===== src/hw/rtl/bdpc_pkg.sv =====
// Shared types and constants for the button debounce and press classifier.
// Used by every module under hw/rtl; depends on nothing else.
`default_nettype none

package bdpc_pkg;

   localparam int HOLD_COUNT_WIDTH_DEF = 16;

   localparam int CSR_INDEX_WIDTH = 2;
   localparam int CSR_DATA_WIDTH  = 16;

   // Register indexes
   localparam logic [CSR_INDEX_WIDTH-1:0] CSR_DEBOUNCE_TICKS   = 2'd0;
   localparam logic [CSR_INDEX_WIDTH-1:0] CSR_SHORT_MAX_TICKS  = 2'd1;
   localparam logic [CSR_INDEX_WIDTH-1:0] CSR_LONG_PRESS_TICKS = 2'd2;

   localparam logic [7:0]  DEBOUNCE_TICKS_RST   = 8'd15;
   localparam logic [15:0] SHORT_MAX_TICKS_RST  = 16'd1000;
   localparam logic [15:0] LONG_PRESS_TICKS_RST = 16'd3000;

   typedef struct packed {
      logic [7:0]  debounce_ticks;
      logic [15:0] short_max_ticks;
      logic [15:0] long_press_ticks;
   } cfg_type;

   typedef struct packed {
      logic stable_level;
      logic press_event;
      logic release_event;
      logic short_press_event;
      logic long_press_event;
   } rsp_type;

endpackage

`default_nettype wire


===== src/hw/rtl/bdpc_csr.sv =====
// Configuration registers of the press classifier: debounce, short and long limits.
// Depends on bdpc_pkg.
`default_nettype none

module bdpc_csr (
   input  wire logic                                clock,
   input  wire logic                                reset,
   input  wire logic                                csr_wr_en,
   input  wire logic [bdpc_pkg::CSR_INDEX_WIDTH-1:0] csr_index,
   input  wire logic [bdpc_pkg::CSR_DATA_WIDTH-1:0]  csr_wdata,
   output bdpc_pkg::cfg_type                         cfg
);
   import bdpc_pkg::*;

   cfg_type cfg_ff, cfg_in;

   always_comb begin
      cfg_in = cfg_ff;
      if (csr_wr_en) begin
         case (csr_index)
            CSR_DEBOUNCE_TICKS:   cfg_in.debounce_ticks   = csr_wdata[7:0];
            CSR_SHORT_MAX_TICKS:  cfg_in.short_max_ticks  = csr_wdata[15:0];
            CSR_LONG_PRESS_TICKS: cfg_in.long_press_ticks = csr_wdata[15:0];
            default: ;  // unmapped index, dropped
         endcase
      end
   end

   always_ff @(posedge clock) begin
      if (reset) begin
         cfg_ff.debounce_ticks   <= DEBOUNCE_TICKS_RST;
         cfg_ff.short_max_ticks  <= SHORT_MAX_TICKS_RST;
         cfg_ff.long_press_ticks <= LONG_PRESS_TICKS_RST;
      end else begin
         cfg_ff <= cfg_in;
      end
   end

   assign cfg = cfg_ff;

endmodule

`default_nettype wire


===== src/hw/rtl/bdpc_core.sv =====
// Debounce and press classification state; one tick is processed per accepted transaction.
// Depends on bdpc_pkg.
`default_nettype none

module bdpc_core #(
   parameter int HOLD_COUNT_WIDTH = bdpc_pkg::HOLD_COUNT_WIDTH_DEF
) (
   input  wire logic              clock,
   input  wire logic              reset,
   input  wire logic              step,
   input  wire logic              pin_level,
   input  wire bdpc_pkg::cfg_type cfg,
   output bdpc_pkg::rsp_type      rsp
);
   import bdpc_pkg::*;

   localparam int CmpW = (HOLD_COUNT_WIDTH > 16) ? HOLD_COUNT_WIDTH : 16;
   localparam logic [HOLD_COUNT_WIDTH-1:0] HoldMax = '1;

   logic                        sampled_ff,  sampled_in;
   logic                        settling_ff, settling_in;
   logic [7:0]                  settle_ff,   settle_in;
   logic                        accepted_ff, accepted_in;  // also the prior level
   logic                        armed_ff,    armed_in;
   logic [HOLD_COUNT_WIDTH-1:0] hold_ff,     hold_in;
   logic [HOLD_COUNT_WIDTH-1:0] hold_inc;

   always_comb begin
      sampled_in  = sampled_ff;
      settling_in = settling_ff;
      settle_in   = settle_ff;
      accepted_in = accepted_ff;
      armed_in    = armed_ff;
      rsp         = '0;

      hold_inc = hold_ff;
      if (accepted_ff && hold_ff != HoldMax)
         hold_inc = hold_ff + 1'b1;
      hold_in = hold_inc;

      if (pin_level != sampled_ff) begin
         sampled_in  = pin_level;
         settling_in = 1'b1;
         settle_in   = '0;
      end else if (settling_ff) begin
         if (settle_ff >= cfg.debounce_ticks) begin
            accepted_in = sampled_ff;
            settling_in = 1'b0;
         end else begin
            settle_in = settle_ff + 8'd1;
         end
      end

      if (accepted_in != accepted_ff) begin
         if (accepted_in) begin
            rsp.press_event = 1'b1;
            armed_in        = 1'b1;
            hold_in         = '0;
         end else begin
            rsp.release_event     = 1'b1;
            rsp.short_press_event = (CmpW'(hold_inc) <= CmpW'(cfg.short_max_ticks));
            armed_in              = 1'b0;
         end
      end

      if (armed_in && CmpW'(hold_in) >= CmpW'(cfg.long_press_ticks)) begin
         rsp.long_press_event = 1'b1;
         armed_in             = 1'b0;
      end

      rsp.stable_level = accepted_in;
   end

   always_ff @(posedge clock) begin
      if (reset) begin
         sampled_ff  <= 1'b0;
         settling_ff <= 1'b0;
         settle_ff   <= '0;
         accepted_ff <= 1'b0;
         armed_ff    <= 1'b0;
         hold_ff     <= '0;
      end else if (step) begin
         sampled_ff  <= sampled_in;
         settling_ff <= settling_in;
         settle_ff   <= settle_in;
         accepted_ff <= accepted_in;
         armed_ff    <= armed_in;
         hold_ff     <= hold_in;
      end
   end

endmodule

`default_nettype wire


===== src/hw/rtl/bdpc_skid.sv =====
// Result register with a skid entry, so a transaction can be taken while a result waits.
// Depends on bdpc_pkg.
`default_nettype none

module bdpc_skid (
   input  wire logic              clock,
   input  wire logic              reset,
   input  wire logic              in_valid,
   output logic                   in_ready,
   input  wire bdpc_pkg::rsp_type in_data,
   output logic                   out_valid,
   input  wire logic              out_ready,
   output bdpc_pkg::rsp_type      out_data
);
   import bdpc_pkg::*;

   logic    out_valid_ff,  out_valid_in;
   logic    skid_valid_ff, skid_valid_in;
   rsp_type out_data_ff,   out_data_in;
   rsp_type skid_data_ff,  skid_data_in;
   logic    push;

   assign in_ready = !skid_valid_ff;
   assign push     = in_valid && in_ready;

   always_comb begin
      out_valid_in  = out_valid_ff;
      out_data_in   = out_data_ff;
      skid_valid_in = skid_valid_ff;
      skid_data_in  = skid_data_ff;
      if (!out_valid_ff || out_ready) begin
         out_valid_in  = skid_valid_ff || push;
         out_data_in   = skid_valid_ff ? skid_data_ff : in_data;
         skid_valid_in = 1'b0;
      end else if (push) begin
         skid_valid_in = 1'b1;
         skid_data_in  = in_data;
      end
   end

   always_ff @(posedge clock) begin
      if (reset) begin
         out_valid_ff  <= 1'b0;
         skid_valid_ff <= 1'b0;
      end else begin
         out_valid_ff  <= out_valid_in;
         skid_valid_ff <= skid_valid_in;
      end
      out_data_ff  <= out_data_in;
      skid_data_ff <= skid_data_in;
   end

   assign out_valid = out_valid_ff;
   assign out_data  = out_data_ff;

endmodule

`default_nettype wire


===== src/hw/rtl/button_debounce_press_classifier.sv =====
// Push-button debouncer with press, release, short-press and long-press events.
//
// req_ channel: one transaction per tick carrying the raw button level
// (req_pin_level, 1 = pressed). rsp_ channel: one transaction per request with
// the debounced level and the event flags for that tick, in order.
// csr_ port: write-only; csr_index 0 debounce ticks, 1 short limit, 2 long
// limit, index 3 ignored. Write only while no request is outstanding.
//
// A taken request's result is registered, or held in the skid entry on a stall.
// Throughput: one request per cycle while the skid entry is empty; the tick
// update is a single pass of counters and compares on the state registers.
// Reset clears all state and loads the default limits (15, 1000, 3000); the
// result register and skid entry come up empty.
// When rsp_ready is held low, one more request is taken into the skid entry,
// then req_ready drops until the result register drains.
`default_nettype none

module button_debounce_press_classifier #(
   parameter int HOLD_COUNT_WIDTH = bdpc_pkg::HOLD_COUNT_WIDTH_DEF
) (
   input  wire logic                                 clock,
   input  wire logic                                 reset,
   input  wire logic                                 req_valid,
   output logic                                      req_ready,
   input  wire logic                                 req_pin_level,
   output logic                                      rsp_valid,
   input  wire logic                                 rsp_ready,
   output logic                                      rsp_stable_level,
   output logic                                      rsp_press_event,
   output logic                                      rsp_release_event,
   output logic                                      rsp_short_press_event,
   output logic                                      rsp_long_press_event,
   input  wire logic                                 csr_wr_en,
   input  wire logic [bdpc_pkg::CSR_INDEX_WIDTH-1:0] csr_index,
   input  wire logic [bdpc_pkg::CSR_DATA_WIDTH-1:0]  csr_wdata
);
   import bdpc_pkg::*;

   cfg_type cfg;
   rsp_type step_rsp;
   rsp_type out_rsp;
   logic    step;

   assign step = req_valid && req_ready;

   bdpc_csr u_csr (
      .clock     (clock),
      .reset     (reset),
      .csr_wr_en (csr_wr_en),
      .csr_index (csr_index),
      .csr_wdata (csr_wdata),
      .cfg       (cfg)
   );

   bdpc_core #(
      .HOLD_COUNT_WIDTH (HOLD_COUNT_WIDTH)
   ) u_core (
      .clock     (clock),
      .reset     (reset),
      .step      (step),
      .pin_level (req_pin_level),
      .cfg       (cfg),
      .rsp       (step_rsp)
   );

   bdpc_skid u_skid (
      .clock     (clock),
      .reset     (reset),
      .in_valid  (req_valid),
      .in_ready  (req_ready),
      .in_data   (step_rsp),
      .out_valid (rsp_valid),
      .out_ready (rsp_ready),
      .out_data  (out_rsp)
   );

   assign rsp_stable_level      = out_rsp.stable_level;
   assign rsp_press_event       = out_rsp.press_event;
   assign rsp_release_event     = out_rsp.release_event;
   assign rsp_short_press_event = out_rsp.short_press_event;
   assign rsp_long_press_event  = out_rsp.long_press_event;

endmodule

`default_nettype wire

===== config.mk =====
export PLATFORM = sky130hd
export DESIGN_NAME = button_debounce_press_classifier
export DESIGN_NICKNAME = d
export VERILOG_FILES = /design/src/hw/rtl/bdpc_pkg.sv /design/src/hw/rtl/bdpc_csr.sv /design/src/hw/rtl/bdpc_core.sv /design/src/hw/rtl/bdpc_skid.sv /design/src/hw/rtl/button_debounce_press_classifier.sv
export SDC_FILE = /design/constraint.sdc
export NUM_CORES = 1
export LEC_CHECK = 0
export BUFFER_PORTS_ARGS = -buffer_cell sky130_fd_sc_hd__buf_2
export CORE_AREA = 2 2 96 98
export CTS_BUF_LIST = sky130_fd_sc_hd__clkbuf_8
export CTS_CLUSTER_DIAMETER = 50
export DETAILED_ROUTE_END_ITERATION = 12
export DIE_AREA = 0 0 98 100
export PLACE_DENSITY_LB_ADDON = 0.05
export SETUP_SLACK_MARGIN = 0.05
export SLEW_MARGIN = 10
export SYNTH_ARGS = -nofsm -noshare
export SYNTH_HDL_FRONTEND = slang
export SYNTH_SLANG_ARGS = --single-unit
export TNS_END_PERCENT = 50

===== constraint.sdc =====
create_clock -name clock -period 4.13 [get_ports clock]
set_input_delay 0.413 -clock clock [delete_from_list [all_inputs] [get_ports clock]]
set_output_delay 0.413 -clock clock [all_outputs]
set_load 0.01 [all_outputs]

==> results of run 1 <==
## worst max-delay path, delay by kind of cell, from the launching register on
| family | cells | cell delay [ns] |
|---|---|---|
| AO/OA/AOI/OAI | 7 | 1.67 |
| AND/OR/NAND/NOR | 4 | 0.63 |
| flip-flops | 1 | 0.34 |
| buffers and inverters | 3 | 0.34 |
| adder cells (fa/ha/maj) | 3 | 0.84 |
## final timing paths
| kind | start | endpoint | slack, ns |
|---|---|---|---|
| worst min-delay path | csr_wdata[9] | u_csr.cfg[25] | 0.28 |
| worst max register to register | u_core.settle_ff[0] | u_core.armed_ff | 0.21 |
| worst min register to register | u_csr.cfg[18] | u_csr.cfg[18] | 0.46 |
| worst max-delay path | u_core.settle_ff[0] | u_core.armed_ff | 0.21 |
## cells in the final DEF, fill, tap and decap left out, types with 2 or more instances in the layout
master,n
mux2i_1,11
clkinvlp_4,3
o21a_1,2
buf_4,13
nor2_1,48
dfxtp_2,2
a21oi_2,2
mux2_2,5
and4_1,3
o21ai_0,12
or2_2,2
dfxtp_1,68
nand4_1,7
xnor2_1,10
xor2_1,6
nand3_1,12
nor3b_1,2
a211oi_2,2
clkbuf_8,11
a211oi_1,4
a311oi_1,3
ha_4,4
a211o_1,9
inv_1,49
and3_1,8
nand2_1,88
nor4_1,12
edfxtp_1,10
o211ai_1,9
nand2b_1,2
buf_2,30
nand3b_1,2
nor3_1,6
a21o_1,4
a21oi_1,53
and2_1,15
ha_1,40
## stage by stage
step           setup TNS [ns]  setup slack, ns  cells
2_1_floorplan               0            0.272    571
3_3_place_gp                0            0.246    699
3_5_place_dp                0            0.101    699
4_1_cts                     0           0.0659    715
5_1_grt              -0.00238         -0.00238    719
6_report                    0            0.210    719
## cell families (layout without fill, tap and decap cells)
kind of cell | count (synthesis) | count (layout)
AO/OA/AOI/OAI | 119 | 120
XOR/XNOR | 16 | 16
adder cells (fa/ha/maj) | 44 | 44
buffers and inverters | 74 | 110
flip-flops | 80 | 80
multiplexers | 16 | 16
AND/OR/NAND/NOR | 222 | 222
## timing repair
item / in CTS / in global routing
endpoints found under the setup margin: 0 / 3
resized for setup: 0 / 22
setup buffers: 0 / 3
## synthesized netlist by cell type, types with 3 or more instances
cell       n
xor2_1     6
nand4_1    7
xnor2_1   10
a211o_1    9
nand3_1   12
dfxtp_1   70
nor2_1    48
nor3_1     6
and3_1     8
o21ai_0   14
a21oi_1   55
clkbuf_1  15
buf_1      3
nand2_1   88
a211oi_1   6
a311oi_1   3
mux2_2     5
and2_1    15
buf_2      4
mux2i_1   11
inv_1     50
edfxtp_1  10
a21o_1     4
and4_1     3
ha_1      44
o211ai_1   9
nor4_1    13
## flip-flops by register name, summed over array words and instances, names as in the netlist
| signal | count |
|---|---|
| u_csr.cfg | 40 |
| u_core.hold_ff | 16 |
| u_core.settle_ff | 8 |
| u_skid.out_data | 5 |
| u_skid.skid_data_ff | 5 |
| u_core.accepted_ff | 1 |
| u_core.armed_ff | 1 |
| u_core.sampled_ff | 1 |
| u_core.settling_ff | 1 |
| u_skid.out_valid | 1 |
| u_skid.skid_valid_ff | 1 |
## power by group
group | internal (mW) | switching, mW | total, mW
logic | 0.0942 | 0.148 | 0.242
clock network | 0.254 | 0.306 | 0.561
registers | 0.821 | 0.0146 | 0.835
total | 1.17 | 0.468 | 1.64
## routing by layer
metal / vias to the layer above / wire length, um / global-route usage
met5: - / 0 / 0
met4: 0 / 189 / 0.0759
li1: 2067 / - / -
met3: 13 / 349 / 0.0397
met2: 67 / 5740 / 0.419
met1: 1909 / 5110 / 0.287
## cell type report
cell class	count	share of cell area
Clock buffer	11	0.0284
Clock inverter	5	0.00752
Inverter	50	0.0353
Multi-Input combinational cell	418	0.534
Sequential cell	80	0.320
Tap cell	111	0.0261
Timing Repair Buffer	44	0.0486
==> metrics.md, run 1 <==
| Metric | Value |
|---|---|
| Final setup vio count | `0` |
| Initial DRC count | `227` |
| Synth Flop Type | `dfxtp_1` |
| Via/cell ratio | `approximately 5.6` |
| Number of synthesis warnings | `0` |
| Synth Area in Compound Gates | `0.164` |
| Synth top area cells | `dfxtp_1, ha_1, nand2_1` |
| Max-Cap Viols | `0` |
| Clk sink count | `80` |
| Number of CTS-inserted buffers | `9` |
| Overflow after GRT | `0` |
| Core area | `8890 um2` |
| Worst Hold Path Cells | `2` |
| Area share of the leading cell type in the synthesized netlist | `0.298` |
| Starting Density | `0.529` |
| Dpl hpwl | `8.14 mm` |
| Ports | `31` |
| Setup crit end kind | `register` |
| Crit start category | `register` |
| Avg Cell Area, Syn | `between 8 and 9 um2` |
| Combinational family with the most area after synthesis | `simple AND/OR/NAND/NOR gates` |
| Crit-path slowest cell | `a2111oi_4` |
| Mapped Nets | `about 640` |
| WS Path Type | `reg2reg` |
| Hold Buf Count CTS | `0` |
| Via count | `4056` |
| Simple-Gate Fraction of Synth Area | `0.231` |
| First-pass GRT wire length | `18.2 mm` |
| Netlist cell types | `between 60 and 70` |
| Crit share post-route | `0.949` |
| WL/cell | `15.8 um` |
| PortBufs | `30` |
| Final core utilization | `0.599` |
| Fin Hold WS | `0.280 ns` |
| Die extent in y | `100 um` |
| Final instance area | `5320 um2` |
| Remaining DRCs | `0` |
| Mapped Area | `around 4700 um2` |
| Largest area contributor in the netlist | `dfxtp_1` |
| Xor/xnor share of the synthesized area | `0.0298` |
| Mux cell area share after synthesis | `0.0354` |
| Share of cells above drive strength 1 | `0.155` |
| CTS tree | `done` |
| Clk_lat worst skew | `0.36 ns` |
| Register Area | `about 1700 um2` |
| Critical Path AT | `around 4.2 ns` |
| Area Overhead vs Synth | `13.1%` |
| Clock Tree Buf Depth | `2` |
| Number of antenna-violating nets in the routed design | `0` |
| # diodes | `0` |
| Slew HR | `0.455` |
| First drt pass iteration count | `5` |
| Period minus WS final | `3.92 ns` |
| Initial antenna violation count | `0` |
| CP max FO | `10` |
| Status | `complete, no violations` |
| Worst Tran Pin Value | `0.817 ns` |
| Fin. max-slew vios | `0` |
| Crit-path max cell delay | `0.44 ns` |
| GPL Wtd Cong | `0.873` |
| Fmax | `roughly 260 MHz` |
| Filler instances | `841` |
| Static Leak | `between 2 and 2.5 nW` |
| Clk slew on worst S/H paths | `0.09 ns` |
| WP data required | `between 4 and 5 ns` |
| Total Routing Usage GR | `0.234` |
| Post-synth ARST share | `0` |
| Skew final | `0.0106 ns` |
| Final WL | `between 10 and 15 mm` |
| Syn Inst Count | `571` |
| Pwr dens | `a little over 300 nW/um2` |
| CP Cell Sequence | `inv_1 > ha_1 > nand2b_4 > a2111oi_4 > nor4_4 > nor3_2 > ha_1 > inv_2 > o31ai_4 > buf_4 > and2_1 > ha_1 > o21ai_0 > a2111oi_2 > a21oi_2 > a32o_1 > a41o_1` |
| Top cell by count, worst path | `ha_1` |
| Seq/Total Area, Yosys | `0.362` |
| Nets | `671` |
| Die area | `9800 um2` |
| Largest net degree at the start of global routing | `57` |
| Die X-Extent | `98 um` |
| Final hold vios | `0` |
| Multi-input gate area | `2840 um2` |
| Synth Register Bits | `80` |
| Htree depth | `3` |
| Worst hold path type | `in2reg` |
| Rows | `35` |
| Maximum vdd drop | `234 uV` |
| CTS Root Buffer Type | `clkbuf_8` |
| Vias in the first global route | `3834` |
| Post-synth EDFFs | `10` |
| Reg2reg path depth | `17` |
| Cell Area, Placed | `4980 um2` |
| Synth Area in Adders | `0.117` |
| Tot Pwr | `1.64 mW` |
(Power assumes the default switching activity.)
==> run 2: changes to the inputs <==
- REMOVE_ABC_BUFFERS: unset -> 1
==> run 2 against run 1 <==
Net effect: clock-buffer cell count fell by 2; clock skew fell by 0.0013 ns; critical endpoint is now u_skid.out_data[0]; wire length fell by 2.3%; clock power rose by 16%; via count fell by 0.20%; highest routed layer unchanged; die area did not move.
==> metrics.md, run 2 (synthesis results as in run 1) <==
| Metric | Value |
|---|---|
| Vias in the first global route | `3900 (was 3834)` |
| Crit Reg-Reg Startpoint | `u_csr.cfg[33] (was u_core.settle_ff[0])` |
| CTS tree | `done (unchanged)` |
| Worst hold path type | `in2reg (unchanged)` |
| Fmax | `253 MHz (was 255 MHz)` |
| Total Routing Usage GR | `0.236 (was 0.234)` |
| Commonest non-fill, non-tap cell in the layout | `nand2_1 (unchanged)` |
| Starting Density | `0.529 (unchanged)` |
| Dpl hpwl | `8.17 mm (was 8.14 mm)` |
| Layout Cells excl Fill | `715 (was 719)` |
| Reg2reg path depth | `16 (was 17)` |
| Most frequent cells in the layout | `nand2_1, dfxtp_1, a21oi_1 (unchanged)` |
| Crit-path slowest cell | `a2111oi_4 (unchanged)` |
| Fin. max-slew vios | `0 (unchanged)` |
| First-pass GRT wire length | `18.4 mm (was 18.2 mm)` |
| Maximum vdd drop | `190 uV (was 234 uV)` |
| Clk slew on worst S/H paths | `0.08 ns (was 0.09 ns)` |
| RSZ-0062 raised after global routing | `true` |
| Largest net degree at the start of global routing | `57 (unchanged)` |
| Clock Tree Buf Depth | `2 (unchanged)` |
| Cell total after placement | `697 (was 699)` |
| Cell family with most CP delay | `compound AO/OA/AOI/OAI gates (unchanged)` |
| # diodes | `0 (unchanged)` |
| PortBufs | `30 (unchanged)` |
| Rows | `35 (unchanged)` |
| Crit path to | `u_skid.out_data[0] (was u_core.armed_ff)` |
| CP Cell Sequence | `inv_1 > ha_1 > a2111oi_4 > o211a_1 > nor3_2 > ha_2 > inv_1 > o31ai_4 > and2_1 > ha_1 > a21oi_1 > o21ai_0 > a211o_1 > a21oi_2 > a21oi_1 > mux2_2 (was inv_1 > ha_1 > nand2b_4 > a2111oi_4 > nor4_4 > nor3_2 > ha_1 > inv_2 > o31ai_4 > buf_4 > and2_1 > ha_1 > o21ai_0 > a2111oi_2 > a21oi_2 > a32o_1 > a41o_1)` |
| Clk sink count | `80 (unchanged)` |
| Levels on crit path | `16 (was 17)` |
| Max-Cap Viols | `0 (unchanged)` |
| Final setup vio count | `0 (unchanged)` |
| Area Overhead vs Synth | `11.3% (was 13.1%)` |
| Ports | `31 (unchanged)` |
| Share of cells above drive strength 1 | `0.132 (was 0.155)` |
| Skew final | `0.00927 ns (was 0.0106 ns)` |
| Die extent in y | `100 um (unchanged)` |
| Remaining DRCs | `0 (unchanged)` |
| Final WL | `11.1 mm (was 11.4 mm)` |
| Overflow after GRT | `0 (unchanged)` |
| Reg2reg end | `u_skid.out_data[0] (was u_core.armed_ff)` |
| GPL Wtd Cong | `0.886 (was 0.873)` |
| Initial antenna violation count | `0 (unchanged)` |
| Crit share post-route | `0.956 (was 0.949)` |
| Final setup TNS | `0 ns (unchanged)` |
| CP startpoint | `u_csr.cfg[33] (was u_core.settle_ff[0])` |
| Crit start category | `register (unchanged)` |
| Pwr dens | `327 nW/um2 (was 308 nW/um2)` |
| R2r setup slk | `0.18 ns (was 0.21 ns)` |
| Critical Path AT | `4.06 ns (was 4.17 ns)` |
| WL/cell | `15.6 um (was 15.8 um)` |
| Htree depth | `3 (unchanged)` |
| Number of antenna-violating nets in the routed design | `0 (unchanged)` |
| Core area | `8890 um2 (unchanged)` |
| Die X-Extent | `98 um (unchanged)` |
| Via/cell ratio | `5.66 (was 5.64)` |
| Worst Tran Pin Value | `0.753 ns (was 0.817 ns)` |
| Period minus WS final | `3.95 ns (was 3.92 ns)` |
| Setup crit end kind | `register (unchanged)` |
| CP bufs+invs | `2 (was 3)` |
| Nets | `667 (was 671)` |
| WS Path Type | `reg2reg (unchanged)` |
| Static Leak | `2.26 nW (about the same)` |
| First drt pass iteration count | `4 (was 5)` |
| CTS Root Buffer Type | `clkbuf_8 (unchanged)` |
| Via count | `4048 (was 4056)` |
| Slew HR | `0.498 (was 0.455)` |
| WP data required | `4.24 ns (was 4.38 ns)` |
| Crit-path max cell delay | `0.43 ns (was 0.44 ns)` |
| Hold Buf Count CTS | `0 (unchanged)` |
| Die area | `9800 um2 (unchanged)` |
| Final hold vios | `0 (unchanged)` |
| Clk_lat worst skew | `0.36 ns (about the same)` |
| Initial DRC count | `178 (was 227)` |
| Status | `complete, no violations (unchanged)` |
| Number of CTS-inserted buffers | `9 (unchanged)` |
| CP max FO | `13 (was 10)` |
| Number of flip-flops in the largest register | `40 (unchanged)` |
-- run 2: cell types whose count changed in the layout (fill, tap and decap cells not counted), moves of 2 or more --
cell	previous run	this run
inv_1	49	51
bufinv_16	0	2
buf_4	13	11
ha_1	40	43
clkbuf_8	11	9
ha_4	4	0
-- run 2: metal layers --
metal	vias to the layer above	wire, um	GRT usage
met2	72	5840	0.432
met1	1899	4610	0.275
met3	17	439	0.0404
li1	2060	-	-
met5	-	0	0
met4	0	240	0.0919
-- run 2: metrics by stage --
step / utilization / total power, mW / setup slack [ns] / hold slack, ns / area [um2]
floorplan: - / 0.982 / 0.140 / 0.430 / 4600
global placement: 0.559 / 1.06 / 0.165 / 0.445 / 4970
detailed placement: 0.559 / 1.07 / 0.0817 / 0.450 / 4970
CTS: 0.584 / 1.72 / 0.0536 / 0.268 / 5190
global route: 0.589 / 1.79 / -0.0156 / 0.269 / 5240
finish: 0.589 / 1.71 / 0.183 / 0.275 / 5240
-- run 2: worst min path at each step --
stage          depth (start not counted)          start       endpoint
2_1_floorplan                          2  u_csr.cfg[10]  u_csr.cfg[10]
3_3_place_gp                           2  u_csr.cfg[28]  u_csr.cfg[28]
3_5_place_dp                           2  u_csr.cfg[30]  u_csr.cfg[30]
4_1_cts                                2   csr_wdata[8]  u_csr.cfg[24]
5_1_grt                                2   csr_wdata[8]  u_csr.cfg[24]
6_report                               2   csr_wdata[8]  u_csr.cfg[24]
-- run 2: power breakdown --
group | internal (mW) | switching, mW | leakage (nW) | total, mW
Combinational | 0.0883 | 0.140 | 1.48 | 0.228
Clock | 0.341 | 0.306 | 0.107 | 0.648
Sequential | 0.820 | 0.0152 | 0.672 | 0.836
Total | 1.25 | 0.461 | 2.26 | 1.71
-- run 2: what timing repair did --
item / 4_1_cts / 5_1_grt
setup endpoints to repair: 0 / 3
buffers inserted: 0 / 2
gates resized for setup: 0 / 9
-- run 2: layout make-up --
class / count / area, um2
inverter: 50 / 188
multi-input combinational: 417 / 2750
fill: 840 / 3650
tap: 111 / 139
clock inverter: 7 / 96.3
clock buffer: 9 / 124
sequential: 80 / 1700
timing repair buffer: 41 / 233
